File: src/hw/rtl/fixed_block_free_list_allocator_core_assert.svh
// ----------------------------------------------------------------------------
// Assertion macros for the block pool allocator
// Shared concurrent assertion forms used by the RTL modules.
// ----------------------------------------------------------------------------
`ifndef FIXED_BLOCK_FREE_LIST_ALLOCATOR_CORE_ASSERT_SVH
`define FIXED_BLOCK_FREE_LIST_ALLOCATOR_CORE_ASSERT_SVH

// The consequent must hold in the same cycle as the antecedent.
`define FBFL_ASSERT_SAME(label, clk, rst, ante, cons, msg) \
   label: assert property (@(posedge clk) disable iff (rst) (ante) |-> (cons)) \
      else $error(msg);

// The consequent must hold in the cycle after the antecedent.
`define FBFL_ASSERT_NEXT(label, clk, rst, ante, cons, msg) \
   label: assert property (@(posedge clk) disable iff (rst) (ante) |=> (cons)) \
      else $error(msg);

`endif

File: src/hw/rtl/fbfl_pkg.sv
// ----------------------------------------------------------------------------
// fbfl_pkg
// Types and constants shared by the block pool allocator modules.
// ----------------------------------------------------------------------------
package fbfl_pkg;

   localparam int SIZE_W         = 13;
   localparam int OP_W           = 2;
   localparam int INDEX_W        = 8;
   localparam int OFFSET_W       = 12;
   localparam int COUNT_W        = 9;
   localparam int CSR_ADDR_W     = 3;
   localparam int CSR_DATA_W     = 32;
   localparam int BLOCK_SIZE_MIN = 16;
   localparam int BLOCK_SIZE_MAX = 4096;

   localparam logic [SIZE_W-1:0] BLOCK_SIZE_RESET = 13'd32;
   localparam logic [SIZE_W-1:0] SIZE_LOW         = 13'd16;
   localparam logic [SIZE_W-1:0] SIZE_HIGH        = 13'd4096;

   // Register index, taken from paddr[2] (byte address 4*i).
   localparam logic REG_BLOCK_SIZE = 1'b0;

   typedef enum logic [OP_W-1:0] {
      OP_INIT    = 2'd0,
      OP_ALLOC   = 2'd1,
      OP_FREE    = 2'd2,
      OP_RELEASE = 2'd3
   } op_type;

   typedef enum logic [1:0] {
      ST_IDLE,
      ST_ALLOC_RD,
      ST_INIT_RUN,
      ST_HOLD
   } state_type;

   typedef struct packed {
      logic                ok;
      logic [INDEX_W-1:0]  granted_index;
      logic [OFFSET_W-1:0] byte_offset;
      logic [COUNT_W-1:0]  blocks_free;
   } result_type;

endpackage

File: src/hw/rtl/fbfl_ram.sv
// ----------------------------------------------------------------------------
// fbfl_ram
// Simple dual-port RAM with one write port and one registered read port.
// ----------------------------------------------------------------------------
module fbfl_ram #(
   parameter int WIDTH = 9,
   parameter int DEPTH = 256
) (
   input  logic                     clock,
   input  logic                     wr_en,
   input  logic [$clog2(DEPTH)-1:0] wr_addr,
   input  logic [WIDTH-1:0]         wr_data,
   input  logic [$clog2(DEPTH)-1:0] rd_addr,
   output logic [WIDTH-1:0]         rd_data
);

   logic [WIDTH-1:0] mem_ff [DEPTH];
   logic [WIDTH-1:0] rd_data_ff;

   always_ff @(posedge clock) begin
      if (wr_en) begin
         mem_ff[wr_addr] <= wr_data;
      end
      rd_data_ff <= mem_ff[rd_addr];
   end

   assign rd_data = rd_data_ff;

endmodule

File: src/hw/rtl/fbfl_csr.sv
// ----------------------------------------------------------------------------
// fbfl_csr
// Configuration register file with an APB-style port. Holds the block size
// and presents it saturated to the supported range.
// ----------------------------------------------------------------------------
module fbfl_csr (
   input  logic                              clock,
   input  logic                              reset,
   input  logic                              csr_psel,
   input  logic                              csr_penable,
   input  logic                              csr_pwrite,
   input  logic [fbfl_pkg::CSR_ADDR_W-1:0]   csr_paddr,
   input  logic [fbfl_pkg::CSR_DATA_W-1:0]   csr_pwdata,
   output logic [fbfl_pkg::CSR_DATA_W-1:0]   csr_prdata,
   output logic                              csr_pready,
   output logic [fbfl_pkg::SIZE_W-1:0]       block_size
);

   logic [fbfl_pkg::SIZE_W-1:0] size_ff;
   logic [fbfl_pkg::SIZE_W-1:0] size_in;
   logic                        hit;

   assign csr_pready = 1'b1;
   assign hit        = (csr_paddr[2] == fbfl_pkg::REG_BLOCK_SIZE);

   always_comb begin
      size_in = size_ff;
      if (csr_psel && csr_penable && csr_pwrite && csr_pready && hit) begin
         size_in = csr_pwdata[fbfl_pkg::SIZE_W-1:0];
      end
   end

   always_ff @(posedge clock) begin
      if (reset) begin
         size_ff <= fbfl_pkg::BLOCK_SIZE_RESET;
      end else begin
         size_ff <= size_in;
      end
   end

   always_comb begin
      csr_prdata = '0;
      if (hit) begin
         csr_prdata = fbfl_pkg::CSR_DATA_W'(size_ff);
      end
   end

   always_comb begin
      priority if (size_ff < fbfl_pkg::SIZE_LOW) begin
         block_size = fbfl_pkg::SIZE_LOW;
      end else if (size_ff > fbfl_pkg::SIZE_HIGH) begin
         block_size = fbfl_pkg::SIZE_HIGH;
      end else begin
         block_size = size_ff;
      end
   end

endmodule

File: src/hw/rtl/fbfl_ctrl.sv
// ----------------------------------------------------------------------------
// fbfl_ctrl
// Free list sequencer: keeps head, free count and block total, drives the
// link memory, and holds the result register toward the output channel.
// ----------------------------------------------------------------------------
`include "fixed_block_free_list_allocator_core_assert.svh"

module fbfl_ctrl #(
   parameter int POOL_BYTES = 4096,
   parameter int MAX_BLOCKS = 256
) (
   input  logic                                   clock,
   input  logic                                   reset,
   input  logic                                   req_valid,
   output logic                                   req_ready,
   input  logic [fbfl_pkg::OP_W-1:0]              req_op,
   input  logic [fbfl_pkg::INDEX_W-1:0]           req_index,
   input  logic [fbfl_pkg::SIZE_W-1:0]            block_size,
   output logic                                   rsp_valid,
   input  logic                                   rsp_ready,
   output fbfl_pkg::result_type                   rsp_result,
   output logic                                   ram_wr_en,
   output logic [$clog2(MAX_BLOCKS)-1:0]          ram_wr_addr,
   output logic [$clog2(MAX_BLOCKS+1)-1:0]        ram_wr_data,
   output logic [$clog2(MAX_BLOCKS)-1:0]          ram_rd_addr,
   input  logic [$clog2(MAX_BLOCKS+1)-1:0]        ram_rd_data
);

   localparam int LINK_W = $clog2(MAX_BLOCKS + 1);
   localparam int IDX_W  = $clog2(MAX_BLOCKS);
   localparam int CMP_W  = (LINK_W > fbfl_pkg::INDEX_W) ? LINK_W : fbfl_pkg::INDEX_W;
   localparam int ACC_W  = $clog2(POOL_BYTES + 2 * fbfl_pkg::BLOCK_SIZE_MAX + 1);
   localparam int PROD_W = LINK_W + fbfl_pkg::SIZE_W;
   localparam logic [LINK_W-1:0] NULL_LINK = LINK_W'(MAX_BLOCKS);
   localparam logic [ACC_W-1:0]  POOL_END  = ACC_W'(POOL_BYTES);

   fbfl_pkg::state_type  state_ff, state_in;
   logic [LINK_W-1:0]    head_ff, head_in;
   logic [LINK_W-1:0]    count_ff, count_in;
   logic [LINK_W-1:0]    total_ff, total_in;
   logic [IDX_W-1:0]     ptr_ff, ptr_in;
   logic [ACC_W-1:0]     acc_ff, acc_in;
   logic                 rsp_valid_ff, rsp_valid_in;
   fbfl_pkg::result_type rsp_ff, rsp_in;
   fbfl_pkg::result_type hold_ff, hold_in;

   fbfl_pkg::result_type res;
   logic                 done;
   logic                 out_free;
   logic                 req_fire;
   logic [PROD_W-1:0]    prod;
   logic [ACC_W-1:0]     next_end;
   logic [LINK_W-1:0]    ptr_next;
   logic                 more;

   assign req_ready = (state_ff == fbfl_pkg::ST_IDLE);
   assign req_fire  = req_valid && req_ready;
   assign out_free  = !rsp_valid_ff || rsp_ready;
   assign prod      = PROD_W'(head_ff) * PROD_W'(block_size);
   assign next_end  = acc_ff + ACC_W'(block_size);
   assign ptr_next  = LINK_W'(ptr_ff) + LINK_W'(1);
   assign more      = (next_end <= POOL_END) && (ptr_next < NULL_LINK);

   always_comb begin
      state_in    = state_ff;
      head_in     = head_ff;
      count_in    = count_ff;
      total_in    = total_ff;
      ptr_in      = ptr_ff;
      acc_in      = acc_ff;
      hold_in     = hold_ff;
      res         = '0;
      res.ok      = 1'b1;
      done        = 1'b0;
      ram_wr_en   = 1'b0;
      ram_wr_addr = ptr_ff;
      ram_wr_data = NULL_LINK;
      ram_rd_addr = IDX_W'(head_ff);

      unique case (state_ff)
         fbfl_pkg::ST_IDLE: begin
            if (req_fire) begin
               unique case (fbfl_pkg::op_type'(req_op))
                  fbfl_pkg::OP_INIT: begin
                     if (ACC_W'(block_size) <= POOL_END) begin
                        ptr_in   = '0;
                        acc_in   = ACC_W'(block_size);
                        state_in = fbfl_pkg::ST_INIT_RUN;
                     end else begin
                        head_in  = NULL_LINK;
                        count_in = '0;
                        total_in = '0;
                        done     = 1'b1;
                     end
                  end
                  fbfl_pkg::OP_ALLOC: begin
                     if (count_ff == '0 || head_ff >= NULL_LINK) begin
                        res.ok = 1'b0;
                        done   = 1'b1;
                     end else begin
                        state_in = fbfl_pkg::ST_ALLOC_RD;
                     end
                  end
                  fbfl_pkg::OP_FREE: begin
                     if (CMP_W'(req_index) >= CMP_W'(total_ff)) begin
                        res.ok = 1'b0;
                     end else begin
                        ram_wr_en   = 1'b1;
                        ram_wr_addr = IDX_W'(req_index);
                        ram_wr_data = head_ff;
                        head_in     = LINK_W'(req_index);
                        if (count_ff < NULL_LINK) begin
                           count_in = count_ff + LINK_W'(1);
                        end
                     end
                     done = 1'b1;
                  end
                  fbfl_pkg::OP_RELEASE: begin
                     head_in  = NULL_LINK;
                     count_in = '0;
                     total_in = '0;
                     done     = 1'b1;
                  end
                  default: begin
                     done = 1'b1;
                  end
               endcase
            end
         end
         fbfl_pkg::ST_ALLOC_RD: begin
            res.granted_index = fbfl_pkg::INDEX_W'(head_ff);
            res.byte_offset   = prod[fbfl_pkg::OFFSET_W-1:0];
            head_in           = ram_rd_data;
            count_in          = count_ff - LINK_W'(1);
            done              = 1'b1;
         end
         fbfl_pkg::ST_INIT_RUN: begin
            ram_wr_en   = 1'b1;
            ram_wr_addr = ptr_ff;
            ram_wr_data = more ? ptr_next : NULL_LINK;
            if (more) begin
               ptr_in = IDX_W'(ptr_next);
               acc_in = next_end;
            end else begin
               head_in  = '0;
               count_in = ptr_next;
               total_in = ptr_next;
               done     = 1'b1;
            end
         end
         fbfl_pkg::ST_HOLD: begin
         end
         default: begin
            state_in = fbfl_pkg::ST_IDLE;
         end
      endcase

      res.blocks_free = fbfl_pkg::COUNT_W'(count_in);

      rsp_in       = rsp_ff;
      rsp_valid_in = rsp_valid_ff && !rsp_ready;
      if (state_ff == fbfl_pkg::ST_HOLD) begin
         if (out_free) begin
            rsp_in       = hold_ff;
            rsp_valid_in = 1'b1;
            state_in     = fbfl_pkg::ST_IDLE;
         end
      end else if (done) begin
         if (out_free) begin
            rsp_in       = res;
            rsp_valid_in = 1'b1;
            state_in     = fbfl_pkg::ST_IDLE;
         end else begin
            hold_in  = res;
            state_in = fbfl_pkg::ST_HOLD;
         end
      end
   end

   always_ff @(posedge clock) begin
      if (reset) begin
         state_ff     <= fbfl_pkg::ST_IDLE;
         head_ff      <= NULL_LINK;
         count_ff     <= '0;
         total_ff     <= '0;
         rsp_valid_ff <= 1'b0;
      end else begin
         state_ff     <= state_in;
         head_ff      <= head_in;
         count_ff     <= count_in;
         total_ff     <= total_in;
         rsp_valid_ff <= rsp_valid_in;
      end
   end

   always_ff @(posedge clock) begin
      ptr_ff  <= ptr_in;
      acc_ff  <= acc_in;
      rsp_ff  <= rsp_in;
      hold_ff <= hold_in;
   end

   assign rsp_valid  = rsp_valid_ff;
   assign rsp_result = rsp_ff;

   `FBFL_ASSERT_SAME(a_count_bound, clock, reset, 1'b1, count_ff <= NULL_LINK, "free count above pool size")
   `FBFL_ASSERT_SAME(a_total_bound, clock, reset, 1'b1, total_ff <= NULL_LINK, "block total above pool size")
   `FBFL_ASSERT_SAME(a_alloc_head, clock, reset, state_ff == fbfl_pkg::ST_ALLOC_RD, head_ff < NULL_LINK, "alloc read with null head")
   `FBFL_ASSERT_SAME(a_hold_full, clock, reset, state_ff == fbfl_pkg::ST_HOLD, rsp_valid_ff, "held result while output empty")
   `FBFL_ASSERT_NEXT(a_accept_busy, clock, reset, req_fire, (state_ff != fbfl_pkg::ST_IDLE) || rsp_valid_ff, "accepted request produced nothing")

endmodule

File: src/hw/rtl/fixed_block_free_list_allocator_core.sv
// ----------------------------------------------------------------------------
// fixed_block_free_list_allocator_core
// Fixed-size block pool with a LIFO free list of next-links held in RAM.
// ----------------------------------------------------------------------------
// Requests arrive on the req_ stream: req_tuser carries the operation (init,
// alloc, free, release) and req_tdata the block index for a free. Every
// request gives exactly one transfer on the rsp_ stream with the ok flag in
// rsp_tuser and the granted index, byte offset and free count in rsp_tdata.
// The user must write the block size through the csr_ port only while no
// request is open; the block does not enforce this. Free, release and failed
// alloc finish in the cycle they are accepted, so a new request can follow in
// the next cycle unless the output stalls. A successful alloc passes through
// ALLOC_RD to read the head's next-link from the registered link RAM. Init
// writes one link per cycle, one per block. The result sits in an output
// register; if the receiver stalls while it is full, the next result waits in
// a hold register and no new request is accepted until that result moves out.
// Reset empties the pool and sets the block size to 32; the link RAM is not
// cleared, since every link is written by init before it can be read.
// ----------------------------------------------------------------------------
module fixed_block_free_list_allocator_core #(
   parameter int POOL_BYTES = 4096,
   parameter int MAX_BLOCKS = 256
) (
   input  logic                              clock,
   input  logic                              reset,
   input  logic                              req_tvalid,
   output logic                              req_tready,
   input  logic [7:0]                        req_tdata,   // [7:0] block_index
   input  logic [1:0]                        req_tuser,   // [1:0] op
   output logic                              rsp_tvalid,
   input  logic                              rsp_tready,
   // [7:0] granted_index, [19:8] byte_offset, [28:20] blocks_free, [31:29] zero
   output logic [31:0]                       rsp_tdata,
   output logic                              rsp_tuser,   // [0] ok
   input  logic                              csr_psel,
   input  logic                              csr_penable,
   input  logic                              csr_pwrite,
   input  logic [fbfl_pkg::CSR_ADDR_W-1:0]   csr_paddr,
   input  logic [fbfl_pkg::CSR_DATA_W-1:0]   csr_pwdata,
   output logic [fbfl_pkg::CSR_DATA_W-1:0]   csr_prdata,
   output logic                              csr_pready
);

   localparam int LINK_W = $clog2(MAX_BLOCKS + 1);
   localparam int IDX_W  = $clog2(MAX_BLOCKS);

   logic [fbfl_pkg::SIZE_W-1:0] block_size;
   fbfl_pkg::result_type        result;
   logic                        ram_wr_en;
   logic [IDX_W-1:0]            ram_wr_addr;
   logic [LINK_W-1:0]           ram_wr_data;
   logic [IDX_W-1:0]            ram_rd_addr;
   logic [LINK_W-1:0]           ram_rd_data;

   fbfl_csr u_csr (
      .clock       (clock),
      .reset       (reset),
      .csr_psel    (csr_psel),
      .csr_penable (csr_penable),
      .csr_pwrite  (csr_pwrite),
      .csr_paddr   (csr_paddr),
      .csr_pwdata  (csr_pwdata),
      .csr_prdata  (csr_prdata),
      .csr_pready  (csr_pready),
      .block_size  (block_size)
   );

   fbfl_ram #(
      .WIDTH (LINK_W),
      .DEPTH (MAX_BLOCKS)
   ) u_link_ram (
      .clock   (clock),
      .wr_en   (ram_wr_en),
      .wr_addr (ram_wr_addr),
      .wr_data (ram_wr_data),
      .rd_addr (ram_rd_addr),
      .rd_data (ram_rd_data)
   );

   fbfl_ctrl #(
      .POOL_BYTES (POOL_BYTES),
      .MAX_BLOCKS (MAX_BLOCKS)
   ) u_ctrl (
      .clock       (clock),
      .reset       (reset),
      .req_valid   (req_tvalid),
      .req_ready   (req_tready),
      .req_op      (req_tuser),
      .req_index   (req_tdata),
      .block_size  (block_size),
      .rsp_valid   (rsp_tvalid),
      .rsp_ready   (rsp_tready),
      .rsp_result  (result),
      .ram_wr_en   (ram_wr_en),
      .ram_wr_addr (ram_wr_addr),
      .ram_wr_data (ram_wr_data),
      .ram_rd_addr (ram_rd_addr),
      .ram_rd_data (ram_rd_data)
   );

   assign rsp_tdata = {3'b000, result.blocks_free, result.byte_offset, result.granted_index};
   assign rsp_tuser = result.ok;

endmodule
File: config.mk
export PLATFORM = sky130hd
export DESIGN_NAME = fixed_block_free_list_allocator_core
export DESIGN_NICKNAME = d
export VERILOG_FILES = /design/src/hw/rtl/fbfl_pkg.sv /design/src/hw/rtl/fbfl_ram.sv /design/src/hw/rtl/fbfl_csr.sv /design/src/hw/rtl/fbfl_ctrl.sv /design/src/hw/rtl/fixed_block_free_list_allocator_core.sv
export VERILOG_INCLUDE_DIRS = /design/src /design/src/hw/rtl
export SDC_FILE = /design/constraint.sdc
export NUM_CORES = 2
export LEC_CHECK = 0
export BUFFER_PORTS_ARGS = -buffer_cell sky130_fd_sc_hd__buf_2
export CAP_MARGIN = 20
export CORE_AREA = 10 10 471 473
export CTS_BUF_LIST = sky130_fd_sc_hd__clkbuf_2
export DETAILED_ROUTE_END_ITERATION = 7
export DIE_AREA = 0 0 481 483
export GPL_ROUTABILITY_DRIVEN = 0
export PLACE_DENSITY = 0.64
export SLEW_MARGIN = 5
export SYNTH_ARGS = -nofsm -noshare
export SYNTH_HDL_FRONTEND = slang
export SYNTH_HIERARCHICAL = 1
export SYNTH_SLANG_ARGS = --single-unit
File: constraint.sdc
create_clock -name clock -period 30.5 [get_ports clock]
set_clock_uncertainty 0.15 [all_clocks]
set_input_delay 0 -clock clock [delete_from_list [all_inputs] [get_ports clock]]
set_output_delay 0 -clock clock [all_outputs]
set_load 0.05 [all_outputs]
* After elaboration in Yosys (flattened, before gate mapping)
Memories as Yosys holds them, arrays and structs flattened. A register that Yosys moved wholly into a read port is not among the register bits.
Index checks and enable logic that the tools add are counted.
** Storage, ports and cells
- Bits of input ports :: 52
- Memories :: 1
- Bits in writable memories :: 2304
- Register bits :: 125
- Word-level logic and storage cells :: 143
- Latch bits :: 0
- ROM bits :: 0
** Cells by class
- Bitwise gates (word level) :: 3
- Shift-type cells :: 0
- Muxes and demuxes :: 73
- $add $sub $neg :: 4
- Reduce and logical (&&, ||, !) cells :: 22
- Multipliers :: 1
- Magnitude comparators :: 8
- Divide/modulo/power cells :: 0
- Eq/ne operators :: 15
** Memories
- u_link_ram.mem_ff :: words 256, bits a word 9, rd ports 1, clocked after memory_dff 1, wr ports 1, RTL line fbfl_ram.sv:17 : logic [WIDTH-1:0] mem_ff [DEPTH];
** Operators with widths (count)
- 9-bit 2-to-1 mux :: 16
- 30-bit 2-to-1 mux :: 4
- 9-bit one-hot mux with 3 select lines :: 4
- 8-bit 2-to-1 mux :: 8
- 14-bit 2-to-1 mux :: 4
- 9-bit one-hot mux with 2 select lines :: 3
- 13-bit 2-to-1 mux :: 3
- 14-bit one-hot mux with 2 select lines :: 1
- 20-bit 2-to-1 mux :: 1
- 9-bit less-than comparator, second input constant :: 2
- 2-bit 2-to-1 mux :: 8
- 8-bit one-hot mux with 2 select lines :: 1
- 1-bit 2-to-1 mux :: 15
- 14-bit by 13-bit adder with 14-bit output :: 1
- 14-bit by 13-bit less-or-equal comparator with 1-bit output, second input constant :: 1
- 13-bit greater-than comparator, second input constant :: 1
- 13-bit less-or-equal comparator, second input constant :: 1
- 13-bit by 5-bit less-than comparator with 1-bit output, second input constant :: 1
- 9-bit by 13-bit multiplier with 12-bit output :: 1
- 5-bit AND reduction :: 2
- 8-bit by 1-bit adder with 9-bit output, second input constant :: 1
- 9-bit by 1-bit adder with 9-bit output, second input constant :: 1
- 8-bit by 9-bit >= comparator with 1-bit output :: 1
- 9-bit >= comparator, second input constant :: 1
- other kinds (22) :: 44

* Depth between registers and ports, before layout
- Word-level depth :: 11
- Depth in mapped cells :: 22

* Cells and area by module
Netlist, hierarchy kept.
** Modules (own cells, without submodules)
- fbfl_ram :: instances 1, cells each 4237, area an instance 89278.1 µm², seq. area each 69366.5 µm²
- fbfl_ctrl :: instances 1, cells each 916, area an instance 8819.7 µm², seq. area each 3062.9 µm²
- fbfl_csr :: instances 1, cells each 115, area an instance 978.4 µm², seq. area each 260.2 µm²
- fixed_block_free_list_allocator_core :: instances 1, cells each 4, area an instance 26.3 µm², seq. area each 0.0 µm²

* Worst setup path before layout
Ideal clock, no wire load.
- Path type :: reg-to-reg
- Start :: register u_ctrl.state_ff[0]
- End :: memory u_link_ram.mem_ff[0][8], data pin
- Setup slack :: 16.608 ns
- Period minus slack after synthesis :: 13.892 ns
- Stages on the path, launching flop included :: 9
- Arrival time :: 11.555 ns
- Library setup time :: 2.187 ns
- Required time :: 28.163 ns
- Path through :: dfxtp_1 > inv_1 > ha_1 > clkbuf_1 > inv_1 > clkbuf_1 > buf_1 > nor2_1 > o21ai_0
** On the way
- Cells in the longest elaborated chain, start to end :: 4
** RTL lines
- start, declared :: RTL line fbfl_ctrl.sv:37 : fbfl_pkg::state_type state_ff, state_in;
- start signal, assigned :: RTL line fbfl_ctrl.sv:182 : state_ff <= fbfl_pkg::ST_IDLE;
- start signal, assigned :: RTL line fbfl_ctrl.sv:188 : state_ff <= state_in;
- 2-bit zero test :: RTL line fbfl_ctrl.sv:56, fbfl_ctrl.sv:80
- 1-bit logical AND :: RTL line fbfl_ctrl.sv:57 : assign req_fire = req_valid && req_ready;
- 9-bit 2-to-1 mux :: RTL line fbfl_ctrl.sv:82 : if (req_fire) begin
- 9-bit one-hot mux with 2 select lines (*) :: RTL line fbfl_ctrl.sv:80 : unique case (state_ff)
- named net ram_wr_data[8] :: RTL line fixed_block_free_list_allocator_core.sv:51 : logic [LINK_W-1:0] ram_wr_data;
- end, declared :: RTL line fbfl_ram.sv:17
The timed path passes the listed nets; every way through them passes the cells marked *.

* Worst setup path after layout
- Start :: register u_csr/size_ff[8] (netlist bit)
- End :: memory u_link_ram.mem_ff[217][3], data pin
** On the way
- Cells in the longest elaborated chain, start to end :: 8
** RTL lines
- start, declared :: RTL line fbfl_csr.sv:19 : logic [fbfl_pkg::SIZE_W-1:0] size_ff;
- start signal, assigned :: RTL line fbfl_csr.sv:35 : size_ff <= fbfl_pkg::BLOCK_SIZE_RESET;
- start signal, assigned :: RTL line fbfl_csr.sv:37 : size_ff <= size_in;
- 13-bit greater-than comparator :: RTL line fbfl_csr.sv:51 : end else if (size_ff > fbfl_pkg::SIZE_HIGH) begin
- 13-bit 2-to-1 mux :: RTL line fbfl_csr.sv:51
- 13-bit 2-to-1 mux (*) :: RTL line fbfl_csr.sv:49 : priority if (size_ff < fbfl_pkg::SIZE_LOW) begin
- named net block_size, one bit :: RTL line fixed_block_free_list_allocator_core.sv:47 : logic [fbfl_pkg::SIZE_W-1:0] block_size;
- 14-bit by 13-bit adder with 14-bit output (*) :: RTL line fbfl_ctrl.sv:60 : assign next_end = acc_ff + ACC_W'(block_size);
- 14-bit by 13-bit less-or-equal comparator with 1-bit output (*) :: RTL line fbfl_ctrl.sv:62 : assign more = (next_end <= POOL_END) && (ptr_next < NULL_LINK);
- 1-bit logical AND (*) :: RTL line fbfl_ctrl.sv:62
- 9-bit 2-to-1 mux (*) :: RTL line fbfl_ctrl.sv:140 : ram_wr_data = more ? ptr_next : NULL_LINK;
- 9-bit one-hot mux with 2 select lines (*) :: RTL line fbfl_ctrl.sv:80
- named net ram_wr_data[3] :: RTL line fixed_block_free_list_allocator_core.sv:51
Marks and branches as above.

==> impl_metrics.ini <==
[yosys]
syn_area_sq_mm = 0.0991
yosys_warnings = 6
synth.avg_cell_area_sq_um = 18.8
async_flop_share_pct = 0
synth-edff-count = 2386
seq_area_frac_synth_pct = 73.3
synth_cell_types = 85
synthCells = 5272
ys_ff_latch = 2438
synth_ff_type = edfxtp_1

[clock_network]
cts.sinks = 2438
cts-root-buf = clkbuf_2
clk_pin_slew_ns = 0.10
cts_max_path_buffers = 4
cts_made_buffers = 604
cts_tree = done
insertion_delay_ns = 1.84
cts_hold_buf = 132
htree_levels = 6
cts_resized = 0
cts_setup_buffers = 0

[sta]
finalMaxSlewViolations = 0
rsz0062_at_grt = false
finalSetupTns_ns = 0
max_clock_freq_mhz = 132
finalCritPeriodShare_pct = 24.8
setup_slack_ns = 22.95
setup_viol = 0
period_minus_slack_ns = 7.55
hold_viol_final = 0
relSlewSlack_pct = 16.0
worstMarginPinSlew_ns = 1.24

[placement]
hpwlAfterDp_mm = 149
dpl_worst_slack_ns = 23.16
portBuffers = 75

[pwr]
p_sw_mw = 1.53
power.density_mw_per_mm2 = 56.2
peakVddDrop_mv = 0.0440
combPwrFrac_pct = 6.2
swShare_pct = 25.0
power.leakage_nw = 36.3
power_frac_seq_pct = 60.2
power.share.clock_pct = 33.6
internal_power_mw = 4.58

[detailed_routing]
drtIter0Drc = 5769
vias = 54200
viasPerCell = 5.96
wl_per_cell_microns = 27.5
drcViolationCount = 0
ant_nets = 0
routed_wl_mm = 250
dr.pass1.iters = 6

[hold_path]
worstHoldPathType = reg2reg

[floorplan]
core_region_area_sq_mm = 0.212
die_area_sq_mm = 0.232
start_util_pct = 46.8
die_x_microns = 481
design.portCount = 120
rows = 169
fp.dieH_microns = 483

[final_layout]
final_cell_mix = edfxtp_1 (2386), clkbuf_2 (856), mux4_2 (467)
layout_commonest_cell = edfxtp_1
final_nets = 6033
final_core_util_pct = 51.4
final_layout_size_suffix_gt1_share_pct = 26.9
nFillCells = 17200
syn_to_final_growth_pct = 9.69

[global_route]
gr-usage-all-layers_pct = 21.1
grt_pass1_vias = 54700
grt_start_max_net_pins = 113
antenna_found_initial = 9
overflow = 0
grt_pass1_wl_mm = 366

[setup_path]
worstPathRequired_ns = 31.74
cp_max_fo = 69
arrival_ns = 8.79
crit_type = reg2reg
endpoint_kind = flip-flop
start_kind = flip-flop

[outcome]
outcome = completed

[job]
cap_violations = 0
metrics by stage:
| step | hold WS (ns) | cells | total power [mW] | area (sq um) |
|---|---|---|---|---|
| after floorplan | 0.00470 | 5292 | 4.01 | 99200 |
| after global placement | 0.117 | 7959 | 4.11 | 102000 |
| after detailed placement | 0.120 | 7966 | 4.12 | 102000 |
| after CTS | 0.126 | 9093 | 6.17 | 109000 |
| after global routing | 0.333 | 9102 | 6.38 | 109000 |
| final | 0.343 | 9105 | 6.11 | 109000 |
metal layers:
layer / up-vias / track usage (%) / share of wire (%)
met4: 2 / 7.06 / 2.7
met5: - / 0 / 0.0036
li1: 23000 / - / -
met1: 28100 / 29.7 / 40
met3: 405 / 4.89 / 9.7
met2: 2782 / 32.5 / 47
flip-flops by register name, summed over array words and instances, names as in the netlist:
name / cells
u_link_ram/mem_ff: 2304
u_ctrl/hold_ff: 30
u_ctrl/rsp_result: 30
u_ctrl/acc_ff: 14
u_csr/size_ff: 13
u_ctrl/count_ff: 9
u_ctrl/head_ff: 9
u_ctrl/total_ff: 9
u_link_ram/rd_data: 9
u_ctrl/ptr_ff: 8
u_ctrl/state_ff: 2
u_ctrl/rsp_valid: 1
Yosys cell counts, drive strengths merged (7+ instances only):
master	count	area [sq um]
a31oi	26	163
nor3b	7	57.6
buf	179	1400
mux2i	197	1970
and3	8	50.1
ha	53	663
o21ai	61	305
nand2	111	417
inv	93	349
a21oi	126	631
a211oi	31	233
nor2	374	1400
and2	53	332
o221ai	41	365
mux4	476	10800
nor2b	57	357
nor3	42	210
or3	12	75.1
xor2	14	123
a22o	16	140
dfxtp	52	1040
nor4	33	213
a22oi	182	1370
fa	40	801
xnor2	24	210
nand3	55	275
o211ai	7	57.6
nand4	17	106
nand2b	49	307
o32ai	10	87.6
or2	10	62.6
mux2	69	777
edfxtp	2386	71600
clkbuf	161	604
o22ai	73	457
nand3b	8	60.1
o31a	9	78.8
a211o	9	78.8
a221oi	14	123
kinds of logic after synthesis:
| group | Yosys count | share of synthesized area, % |
|---|---|---|
| other | 3 | 0.0114 |
| AO/OA/AOI/OAI | 663 | 4.64 |
| flip-flops | 2438 | 73.3 |
| XOR/XNOR | 38 | 0.336 |
| buffers and inverters | 434 | 2.38 |
| multiplexers | 742 | 13.6 |
| adder cells (fa/ha/maj) | 93 | 1.48 |
| AND/OR/NAND/NOR | 861 | 4.19 |
power by group through the flow:
stage / clock network [mW] / registers [mW] / logic [mW]
after floorplan: 0 / 3.78 / 0.224
after global placement: 0 / 3.76 / 0.356
after detailed placement: 0 / 3.76 / 0.360
after CTS: 2.12 / 3.68 / 0.375
after global routing: 2.29 / 3.68 / 0.398
final: 2.05 / 3.68 / 0.378
critical path, cell delays in order (launching register included):
cell	delay [ns]
dfxtp_1	0.36
nor4_2	0.49
a22o_1	0.56
ha_1	0.40
a21oi_1	0.22
o211ai_2	0.24
a221o_1	0.37
or3_1	0.38
or4b_1	0.61
o21a_1	0.42
nor2_1	0.83
a22o_4	0.50
buf_4	0.72
buf_4	0.72
final timing paths:
path,start,end,depth (start not counted),slack [ns]
setup reg to reg,u_csr/size_ff[8]$_SDFFE_PP0P_,u_link_ram/mem_ff[217][3]$_DFFE_PP_,13,22.95
setup / recovery,u_csr/size_ff[8]$_SDFFE_PP0P_,u_link_ram/mem_ff[217][3]$_DFFE_PP_,13,22.95
hold / removal,u_ctrl/total_ff[1]$_SDFFE_PP0P_,u_ctrl/total_ff[1]$_SDFFE_PP0P_,2,0.34
hold reg to reg,u_ctrl/total_ff[1]$_SDFFE_PP0P_,u_ctrl/total_ff[1]$_SDFFE_PP0P_,2,0.34
cell type report:
| class | instances | area (sq um) | area share, % |
|---|---|---|---|
| sequential | 2438 | 72700 | 66.9 |
| multi-input combinational | 2420 | 24300 | 22.4 |
| clock buffer | 856 | 4280 | 3.94 |
| tap | 2821 | 3530 | 3.25 |
| timing repair buffer | 330 | 2770 | 2.55 |
| clock inverter | 139 | 706 | 0.649 |
| inverter | 94 | 353 | 0.325 |
| antenna | 7 | 17.5 | 0.0161 |
Power figures use the tool's default switching activity.
